$ cat config.mk
export PLATFORM = sky130hd
export DESIGN_NAME = ansi16_argmin
export DESIGN_NICKNAME = d
export VERILOG_FILES = /design/src/rtl/assert_macros.svh /design/src/rtl/ansi16_pkg.sv /design/src/rtl/ansi16_argmin.sv
export SDC_FILE = /design/constraint.sdc
export NUM_CORES = 1
export LEC_CHECK = 0
export ABC_AREA = 0
export BUFFER_PORTS_ARGS = -buffer_cell sky130_fd_sc_hd__clkbuf_2
export CAP_MARGIN = 5
export CELL_PAD_IN_SITES_DETAIL_PLACEMENT = 1
export CELL_PAD_IN_SITES_GLOBAL_PLACEMENT = 1
export CORE_MARGIN = 2
export CORE_UTILIZATION = 41
export CTS_CLUSTER_SIZE = 30
export DETAILED_ROUTE_END_ITERATION = 8
export PLACE_DENSITY = 0.9
export SLEW_MARGIN = 20
export SYNTH_ARGS = -nofsm -noshare
export SYNTH_HDL_FRONTEND = slang
export SYNTH_SLANG_ARGS = --single-unit
$ cat constraint.sdc
create_clock -name i_clk -period 7.75 [get_ports i_clk]
set_input_delay 1.1625 -clock i_clk [delete_from_list [all_inputs] [get_ports i_clk]]
set_output_delay 1.1625 -clock i_clk [all_outputs]
set_load 0.05 [all_outputs]
$ cat src/rtl/assert_macros.svh
// assertion macros shared by the rtl
// no dependencies
`ifndef ASSERT_MACROS_SVH
`define ASSERT_MACROS_SVH

// same-cycle implication under synchronous reset
`define ASSERT_IMPL(label, clk, rst_n, ante, cons) \
    label: assert property (@(posedge clk) disable iff (!(rst_n)) (ante) |-> (cons)) \
        else $error("assertion failed");

// next-cycle implication under synchronous reset
`define ASSERT_NEXT(label, clk, rst_n, ante, cons) \
    label: assert property (@(posedge clk) disable iff (!(rst_n)) (ante) |=> (cons)) \
        else $error("assertion failed");

`endif

$ cat src/rtl/ansi16_pkg.sv
// shared types, palette and mode codes for the ansi16 colour matcher
// no dependencies
`default_nettype none

package ansi16_pkg;

    localparam int PAL_N   = 16;
    localparam int IDX_W   = 4;
    localparam int CH_W    = 8;
    localparam int SQ_W    = 2 * CH_W;
    localparam int WGT_W   = 10;
    localparam int PROD_W  = SQ_W + WGT_W;
    localparam int DIST_W  = 28;
    localparam int MODE_W  = 2;

    localparam logic [MODE_W-1:0] MODE_DARK   = 2'd0;
    localparam logic [MODE_W-1:0] MODE_BRIGHT = 2'd1;
    localparam logic [MODE_W-1:0] MODE_ALL    = 2'd2;

    typedef logic [CH_W-1:0]   t_chan;
    typedef logic [IDX_W-1:0]  t_idx;
    typedef logic [DIST_W-1:0] t_dist;
    typedef logic [PAL_N-1:0][DIST_W-1:0] t_dist_vec;

    typedef struct packed {
        logic en;
        logic vld;
    } t_stage_ctl;

    typedef struct packed {
        logic  ok;
        t_dist d;
        t_idx  idx;
    } t_cand;

    localparam t_chan PAL_R [PAL_N] = '{
        8'd0, 8'd128, 8'd0, 8'd128, 8'd0, 8'd128, 8'd0, 8'd192,
        8'd128, 8'd255, 8'd0, 8'd255, 8'd0, 8'd255, 8'd0, 8'd255};
    localparam t_chan PAL_G [PAL_N] = '{
        8'd0, 8'd0, 8'd128, 8'd128, 8'd0, 8'd0, 8'd128, 8'd192,
        8'd128, 8'd0, 8'd255, 8'd255, 8'd0, 8'd0, 8'd255, 8'd255};
    localparam t_chan PAL_B [PAL_N] = '{
        8'd0, 8'd0, 8'd0, 8'd0, 8'd128, 8'd128, 8'd128, 8'd192,
        8'd128, 8'd0, 8'd0, 8'd0, 8'd255, 8'd255, 8'd255, 8'd255};

    // lower index wins unless the other is strictly closer
    function automatic t_cand pick(input t_cand a, input t_cand b);
        if (b.ok && (!a.ok || (b.d < a.d))) begin
            return b;
        end
        return a;
    endfunction

endpackage

`default_nettype wire

$ cat src/rtl/ansi16_argmin.sv
// two-stage registered minimum tree over the sixteen distances
// depends on ansi16_pkg
`default_nettype none

module ansi16_argmin import ansi16_pkg::*; (
    input  wire               i_clk,
    input  wire               i_rst_n,
    input  t_stage_ctl        i_ctl,
    input  logic [MODE_W-1:0] i_mode,
    input  t_dist_vec         i_dist,
    output logic              o_vld,
    output t_idx              o_idx
);

    logic [PAL_N-1:0] n_mask;
    t_cand            n_leaf [PAL_N];
    t_cand            n_l1   [PAL_N/2];
    t_cand            n_l2   [PAL_N/4];
    t_cand            r_l2   [PAL_N/4];
    t_cand            n_l3   [PAL_N/8];
    t_cand            n_top;
    logic             r_vld4, r_vld5;
    t_idx             r_idx;

    always_comb begin
        case (i_mode)
            MODE_BRIGHT: n_mask = {{(PAL_N/2){1'b1}}, {(PAL_N/2){1'b0}}};
            MODE_ALL:    n_mask = {PAL_N{1'b1}};
            default:     n_mask = {{(PAL_N/2){1'b0}}, {(PAL_N/2){1'b1}}};
        endcase
        for (int k = 0; k < PAL_N; k++) begin
            n_leaf[k] = '{ok: n_mask[k], d: i_dist[k], idx: IDX_W'(k)};
        end
        for (int k = 0; k < PAL_N/2; k++) begin
            n_l1[k] = pick(n_leaf[2*k], n_leaf[2*k+1]);
        end
        for (int k = 0; k < PAL_N/4; k++) begin
            n_l2[k] = pick(n_l1[2*k], n_l1[2*k+1]);
        end
        for (int k = 0; k < PAL_N/8; k++) begin
            n_l3[k] = pick(r_l2[2*k], r_l2[2*k+1]);
        end
        n_top = pick(n_l3[0], n_l3[1]);
    end

    always_ff @(posedge i_clk) begin
        if (!i_rst_n) begin
            r_vld4 <= 1'b0;
            r_vld5 <= 1'b0;
        end else if (i_ctl.en) begin
            r_vld4 <= i_ctl.vld;
            r_vld5 <= r_vld4;
        end
    end

    always_ff @(posedge i_clk) begin
        if (i_ctl.en) begin
            r_l2  <= n_l2;
            r_idx <= n_top.idx;
        end
    end

    assign o_vld = r_vld5;
    assign o_idx = r_idx;

endmodule

`default_nettype wire

==> results.txt, run 1 <==
* Core area: 46400 µm²
- Final setup TNS: 0 ps
* Initial drt markers: around 1000
- Leading cell type in the layout, fill and taps excluded: sky130_fd_sc_hd__clkbuf_2
* # Post-CTS Setup Buffers: 0
- Number of synthesized flops with an enable pin: between 100 and 150
- Highest attainable clock frequency: roughly 0.15 GHz
* Number of pins exceeding their max-slew limit in the final report: 0
- After detailed routing, the number of remaining DRC violations is 0.
* Final setup viols: 0
- Share of total power in the clock network: 18.1%
- Dividing the detail-routed wire length by the instance count gives 21.2 µm.
* Proportion of register bits with asynchronous set or reset after synthesis: 0%
* Hold Crit Depth: 2
- In this run the critical register-to-register path is captured at o_idx[2].
- I/O Pins: 459
* Number of nets in the finished design: between 3000 and 4000
- Clock Path Buffers: 2
- The worst setup path is captured at a flop.
- For this run, global-route usage on met3 was measured as under 10%.
- The worst setup path is launched from a primary input.
- Met2 global-route usage: a little over half
- Switching fraction of total power: 44.8%
* Met1 Use GR: between 30 and 40%
* Number of max-capacitance violations reported: 0
* Flop-to-flop setup slack: around 2000 ps
- Slew headroom: 27.7%
- Synthesized net count: ~3200
- The first TritonRoute pass finished after 5 iterations.
- GRT Overall Usage: 28.6%
- Mapped cell area: between 15000 and 20000 µm²
* Synthesized netlist cell count: between 2000 and 2500
- Final ANT Viol Nets: 0
* Outcome: finished, final reports clean
- In this run, post-CTS repair resized a total of 0 instances.
* Final Non-Filler Cells: around 3300
* Yosys warns: 0
* Number of antenna violations at the first check in global routing: 1
* Kind of path behind the tightest hold check: flop to flop
- The worst hold path begins at o_vld.
- At the later pin of the worst-skew pair, clock insertion delay measures approximately 440 ps.
- Share of final-layout standard cells stronger than drive strength 1: between 20% and 30%
- The number of endpoints with negative hold slack in the final report is 0.
- Clock tree synthesis found a total of ~130 sinks.
- Most used DFF post-synth: sky130_fd_sc_hd__edfxtp_1
* TritonCTS clock tree: built
- Share of synthesized area occupied by flip-flops and latches: 20.0%
- Timing analysis after detailed placement gives a worst setup slack of 854 ps.
- In this run the horizontal extent of the chip is between 200 and 250 µm.
- Cell Pwr Density: around 200 nW/µm²
- Largest net degree at the start of global routing: 66
- For this design the total switching power over the nets is a little over 2 mW.
* Most used cells in the layout excluding fill and tap cells: 457 x sky130_fd_sc_hd__clkbuf_2, 406 x sky130_fd_sc_hd__ha_1, 337 x sky130_fd_sc_hd__inv_1, 218 x sky130_fd_sc_hd__a21oi_1, 208 x sky130_fd_sc_hd__mux2i_1
* Vias in the first global route: 20900
- Counting flops and latches in the post-synthesis netlist gives ~130.
- For hold timing, the worst endpoint is o_vld.
* # hold bufs at CTS: 0
* Diodes inserted: 0
* Period utilization: 83.7%
- The number of different library cells used by synthesis comes to 64.
* Routability cong.: roughly 0.94
- CP Class: primary input to flop
- Post-layout minimum cycle time: ~6500 ps
* Relative contribution of combinational cells to total power: 57.1%
* Leakage power: approximately 12 nW
- Dividing the detail-routed via count by the number of cells gives between 5 and 6.
- A synthesized cell averages between 8 and 9 µm².
* Part of the total power dissipated in sequential elements: 24.7%
- The number of clock buffers added by TritonCTS is 17.
- The floorplan has between 70 and 80 rows.
- Worst Reg-to-Reg Cells: 19
* Count of fill cells added during filler insertion: 5744
* Layout Skew: roughly 17 ps
* Residual overflow from global routing: 0
* Chip height: 220 µm
* Growth of design area from synthesis to finish: 18.7%
* Detail Placement HPWL: ~61000 µm
- Across the VDD grid, the largest voltage drop is ~0.19 mV.
* Htree depth: 4
* CP Data Required Time: 7890 ps
* Port-buffer cells: 458
- Maximum fanout along the worst path: 18
- Crit path arrival time: 6620 ps
- In the post-route analysis, the smallest setup slack over all paths is 1270 ps.
- Die Footprint: between 40000 and 50000 µm²
- Setup repair after global routing missed its margin: false
* Effective utilization at floorplan: 41.3%
- Cell internal power was estimated by the tool at 2.53 mW.
- CTS clock-pin slew for the worst setup and hold paths: 70 ps
- Including well taps, the total number of placed cells is around 3300.
* Via count: ~19000
- After global routing, the most crowded layer is met2.
- In this run the critical register-to-register path is launched from r_l2[83].
- For this block, the routed nets add up to a little over 70000 µm of wire.
* Tightest Pin Transition: around 1100 ps
* Library cell used as clock root buffer: sky130_fd_sc_hd__clkbuf_16
- The first global-routing pass estimated 109000 µm of wire.
-- cells in the mapped netlist (all sizes together) (6+ instances only) --
cell	number	area share, %
ha	406	27
and3b	6	0.27
a211o	29	1.3
o211ai	10	0.39
a21oi	218	5.7
nand2	145	2.8
nor4	6	0.20
clkbuf	59	1.2
a211oi	19	0.74
and4	29	1.3
nor2b	20	0.65
o21ai	141	3.7
edfxtp	126	20
mux2	33	1.9
a31oi	35	1.1
mux2i	208	11
nand3	24	0.63
nor3	126	3.8
nor2	121	2.4
o21a	7	0.27
a2111oi	9	0.44
nand4	56	1.8
buf	30	0.83
inv	338	6.6
nand2b	9	0.29
a21o	40	1.6
-- power groups by stage --
stage          sequential, mW  combinational, mW  clock [mW]
6_report                 1.14               2.62       0.833
5_1_grt                  1.15               2.90       0.867
4_1_cts                  1.13               2.60       0.841
3_5_place_dp             1.14               2.57           0
3_3_place_gp             1.14               2.38           0
2_1_floorplan            1.09               1.72           0
-- routing by layer --
metal | part of all wire, % | vias to the layer above
li1 | - | 9285
met1 | 41 | 9396
met2 | 51 | 548
met3 | 3.9 | 162
met4 | 3.8 | 2
met5 | 0.017 | -
-- cell families (layout without fill, tap and decap cells) --
family,Yosys count,count (layout),synth area share [%]
AND/OR/NAND/NOR,564,564,15.0
multiplexers,241,241,12.8
AO/OA/AOI/OAI,548,548,17.0
buffers and inverters,427,854,8.61
adder cells (fa/ha/maj),406,406,26.5
flip-flops,128,128,20.0
-- worst max path at each step --
| stage | start | endpoint | slack (ps) |
|---|---|---|---|
| final | i_dist[61] | r_l2[99] | 1270 |
| after floorplan | i_dist[415] | r_l2[0] | 1900 |
| after CTS | i_dist[194] | r_l2[66] | 1310 |
| after global placement | i_dist[194] | r_l2[66] | 940 |
| after detailed placement | i_dist[194] | r_l2[66] | 850 |
| after global routing | i_dist[187] | r_l2[66] | 850 |
-- area by class of cell --
class / instances / area [µm²] / share of cell area (%)
clock buffer: 18 / 429 / 1.89
clock inverter: 14 / 166 / 0.732
inverter: 338 / 1270 / 5.58
multi-input combinational: 1759 / 13800 / 60.7
sequential: 128 / 3820 / 16.8
tap: 607 / 759 / 3.34
timing repair buffer: 484 / 2490 / 11.0
-- sequential cells by signal (all words and copies together), names as in the netlist --
name	count
o_idx	4
r_vld4	1
o_vld	1
r_l2	122
-- critical path, cell delays in order --
cell and delay (ps):
sky130_fd_sc_hd__clkbuf_2 90, sky130_fd_sc_hd__inv_1 40, sky130_fd_sc_hd__ha_1 320, sky130_fd_sc_hd__a211oi_1 350
sky130_fd_sc_hd__o22ai_1 160, sky130_fd_sc_hd__nor3b_1 190, sky130_fd_sc_hd__o21ai_1 140, sky130_fd_sc_hd__a31oi_1 270
sky130_fd_sc_hd__a21o_1 150, sky130_fd_sc_hd__nand2_1 570, sky130_fd_sc_hd__buf_4 460, sky130_fd_sc_hd__mux2i_1 260
sky130_fd_sc_hd__inv_1 90, sky130_fd_sc_hd__ha_1 330, sky130_fd_sc_hd__a21o_1 170, sky130_fd_sc_hd__a21o_1 180
sky130_fd_sc_hd__a21oi_1 150, sky130_fd_sc_hd__o21bai_1 80, sky130_fd_sc_hd__a21oi_1 220, sky130_fd_sc_hd__o21ai_0 170
sky130_fd_sc_hd__a21oi_1 320, sky130_fd_sc_hd__o21ai_4 270, sky130_fd_sc_hd__buf_4 320, sky130_fd_sc_hd__mux2i_1 150
-- metrics by stage --
stage	hold slack [ps]	area, µm²	power (mW)	utilization (%)
after global placement	499	22100	3.51	47.7
after global routing	570	22700	4.91	49.0
after detailed placement	529	22100	3.71	47.7
final	537	22700	4.59	49.0
after CTS	542	22700	4.57	49.0
after floorplan	482	19100	2.80	-
Power figures use the tool's default switching activity.
==> run 2, diff against run 1 <==
--- a/config.mk
+++ b/config.mk
@@ -11,10 +11,10 @@
 export CELL_PAD_IN_SITES_DETAIL_PLACEMENT = 1
 export CELL_PAD_IN_SITES_GLOBAL_PLACEMENT = 1
 export CORE_MARGIN = 2
-export CORE_UTILIZATION = 41
+export CORE_UTILIZATION = 37
 export CTS_CLUSTER_SIZE = 30
 export DETAILED_ROUTE_END_ITERATION = 8
-export PLACE_DENSITY = 0.9
+export PLACE_DENSITY = 0.86
 export SLEW_MARGIN = 20
 export SYNTH_ARGS = -nofsm -noshare
 export SYNTH_HDL_FRONTEND = slang
==> constraint.sdc (replaced) <==
create_clock -name i_clk -period 5.8 [get_ports i_clk]
set_input_delay 0.87 -clock i_clk [delete_from_list [all_inputs] [get_ports i_clk]]
set_output_delay 0.87 -clock i_clk [all_outputs]
set_load 0.05 [all_outputs]
==> run 2 against run 1 <==
Net effect: worst hold slack worse by 6.8 ps; utilization down 3.6 points; power grew 39%; register-to-register slack worse by 1500 ps; via count increased by 0.48%; critical path type unchanged; critical endpoint is now r_l2[122].
==> results.txt, run 2 (synthesis results as in run 1) <==
- The run finished with clean final reports.
- Tightest Pin Transition: between 900 and 1000 ps
* Kind of path behind the tightest hold check: flop to flop
- TritonCTS clock tree: built
- After floorplanning, the core was sized to cover slightly above 50000 µm².
- Final setup viols: 0
* Highest attainable clock frequency: approximately 0.18 GHz
* # hold bufs at CTS: 0
* Clock Path Buffers: 2
- Summed over all cells, the static leakage comes to 12.2 nW.
* Type of origin of the critical path: primary input
- Reg2Reg Capture Point: o_idx[2]
- Capturing element type of the critical path: flop
- Final Hold Vio Count: 0
- Aggregate routed wire length: between 70000 and 80000 µm
* Routability cong.: 0.914
- Once layout is complete, the cells apart from fillers number around 3500.
- 0 antenna diodes ended up in the layout.
- Count of fill cells added during filler insertion: 6256
- After detailed routing, the number of vias per cell comes to about 5.6.
* Period utilization: a little over nine tenths
- The library cell used most frequently in the layout, excluding fill and tap cells, is sky130_fd_sc_hd__clkbuf_2.
* Sinks on Clock Net: around 130
- CP Class: primary input to flop
- TritonCTS created 17 clock buffers.
- The post-route netlist has around 22% of its cells at a drive strength greater than 1.
- Detailed placement finished with a half-perimeter wire length of ~63000 µm.
- Crit path arrival time: ~5700 ps
- The via count of the first global-routing pass was roughly 21000.
* Standard-cell row count: 83
- Ranked by flip-flop count, first place goes to r_l2.
* Final ANT Viol Nets: 0
- The highest metal layer carrying signal wires in the routed design is met4.
- Entering global routing, the biggest net connects 84 pins.
- Initial drt markers: 820
- The startpoint identified for the worst register-to-register timing path is r_l2[83].
- Cell Pwr Density: 274 nW/µm²
* Maximum fanout along the worst path: 13
- The clock tree synthesis step divided the H-tree into 4 levels.
- The detailed router put a total of between 30000 and 40000 µm of wire on met1.
- Port-buffer cells: around 460
* Number of max-capacitance violations reported: 0
- Post-CTS timing repair inserted 0 buffers for setup.
* Worst Reg-to-Reg Cells: 18
- In the final design database the tool counted about 3600 nets.
- In the global route stage, overall resource usage came out at approximately 27%.
- Largest delay share family, worst path: compound AO/OA/AOI/OAI gates
* Number of pins exceeding their max-slew limit in the final report: 0
- The worst path in the final design needs a cycle of between 5000 and 6000 ps, including I/O delays and setup.
* Library cell used as clock root buffer: sky130_fd_sc_hd__clkbuf_16
- Once the floorplan was initialized, standard cells occupied around 37% of the core.
* I/O Pins: 459
- The first global-routing pass estimated between 100000 and 150000 µm of wire.
* Chip height: roughly 230 µm
- Met2 wirelength from detailed routing: around 37000 µm
- The worst-case IR drop observed on VDD is about 0.18 mV.
* Max FFs per register: about 120
* Pre-CTS setup slack: -150 ps
- Worst Setup Slack, final: about 300 ps
- Core utilization of the finished layout: a little under half
- Residual overflow from global routing: 0
* Number of cells after detailed placement: 3418
- The most critical setup path has its startpoint at i_dist[61].
* Layout Skew: 8.76 ps
* Growth of design area from synthesis to finish: 21.5%
* Slew headroom: between 30% and 40%
- The top cell types in the final layout, fill and taps aside, are 457 x sky130_fd_sc_hd__clkbuf_2, 406 x sky130_fd_sc_hd__ha_1, 337 x sky130_fd_sc_hd__inv_1, 218 x sky130_fd_sc_hd__a21oi_1, 208 x sky130_fd_sc_hd__mux2i_1.
* Crit path capture: r_l2[122]
- Wire length on met3: 3030 µm
- In the final routed layout, each cell accounts on average for between 20 and 25 µm.
- Counting both buffers and inverters, the worst setup path holds a total of 6.
- In the routed design, unresolved DRC markers number 0.
- The worst register-to-register path has a setup slack of 510 ps.
- DIE WIDTH: about 230 µm
* CP Data Required Time: roughly 6000 ps
- Number of antenna violations at the first check in global routing: 0
- CP peak stage delay: 330 ps
- Final setup TNS: 0 ps
* Stages on worst setup path: 25
- Slowest-stage cell, CP: sky130_fd_sc_hd__ha_1
- Clock-pin slew was measured on the worst setup and hold paths at 70 ps.
- Setup repair after global routing left no endpoint under its margin.
* Via count: roughly 19000
* Die Footprint: about 54000 µm²
- The clock reaches the later pin of the worst-skew pair after between 400 and 500 ps.
- Before antenna repair, the detailed router went through 5 iterations.
-- run 2: cell types whose count changed in the layout (fill, tap and decap cells not counted), sizes merged --
cell | previous run | this run
bufinv | 3 | 5
clkinv | 7 | 3
buf | 27 | 56
inv | 339 | 342
clkinvlp | 3 | 2
-- run 2: area by class of cell --
| class | instances | area, µm² | share of cell area, % |
|---|---|---|---|
| Timing Repair Buffer | 513 | 2860 | 12.3 |
| Inverter | 338 | 1270 | 5.45 |
| Sequential cell | 128 | 3820 | 16.4 |
| Tap cell | 680 | 851 | 3.66 |
| Clock buffer | 18 | 429 | 1.84 |
| Clock inverter | 14 | 229 | 0.984 |
| Multi-Input combinational cell | 1759 | 13800 | 59.3 |
-- run 2: what timing repair did --
item | 4_1_cts | 5_1_grt
gates resized for setup | 0 | 3
endpoints found under the setup margin | 0 | 6
hold endpoints to repair | 0 | 0
-- run 2: how the worst min path moves through the flow --
| stage | start | depth (start not counted) | to | slack, ps |
|---|---|---|---|---|
| 2_1_floorplan | r_vld4 | 2 | r_vld4 | 480 |
| 3_3_place_gp | r_vld4 | 2 | r_vld4 | 500 |
| 5_1_grt | o_vld | 2 | o_vld | 570 |
| 6_report | o_vld | 2 | o_vld | 530 |
| 3_5_place_dp | o_vld | 2 | o_vld | 520 |
| 4_1_cts | o_vld | 2 | o_vld | 540 |
-- run 2: power breakdown --
| group | internal, mW | switching [mW] |
|---|---|---|
| sequential | 1.34 | 0.181 |
| combinational | 1.47 | 2.16 |
| clock | 0.772 | 0.468 |
-- run 2: metal layers --
layer | GRT usage [%] | vias up
met5 | 0 | -
met4 | 10.8 | 0
met3 | 3.49 | 169
met2 | 49.2 | 539
met1 | 31.7 | 9453
li1 | - | 9326
-- run 2: stage by stage --
step           instance area (µm²)  power, mW  hold slack [ps]
2_1_floorplan                19100       3.75              482
6_report                     23300       6.38              531
3_3_place_gp                 22500       4.83              497
3_5_place_dp                 22600       5.10              524
5_1_grt                      23300       6.87              571
4_1_cts                      23200       6.39              542
-- run 2: worst reg2reg max path: cells and delay by family, from the launching register on --
kind | cells | cell delay (ps)
AND/OR/NAND/NOR | 4 | 640
flip-flops | 1 | 460
multiplexers | 2 | 590
adder cells (fa/ha/maj) | 2 | 720
AO/OA/AOI/OAI | 10 | 2640
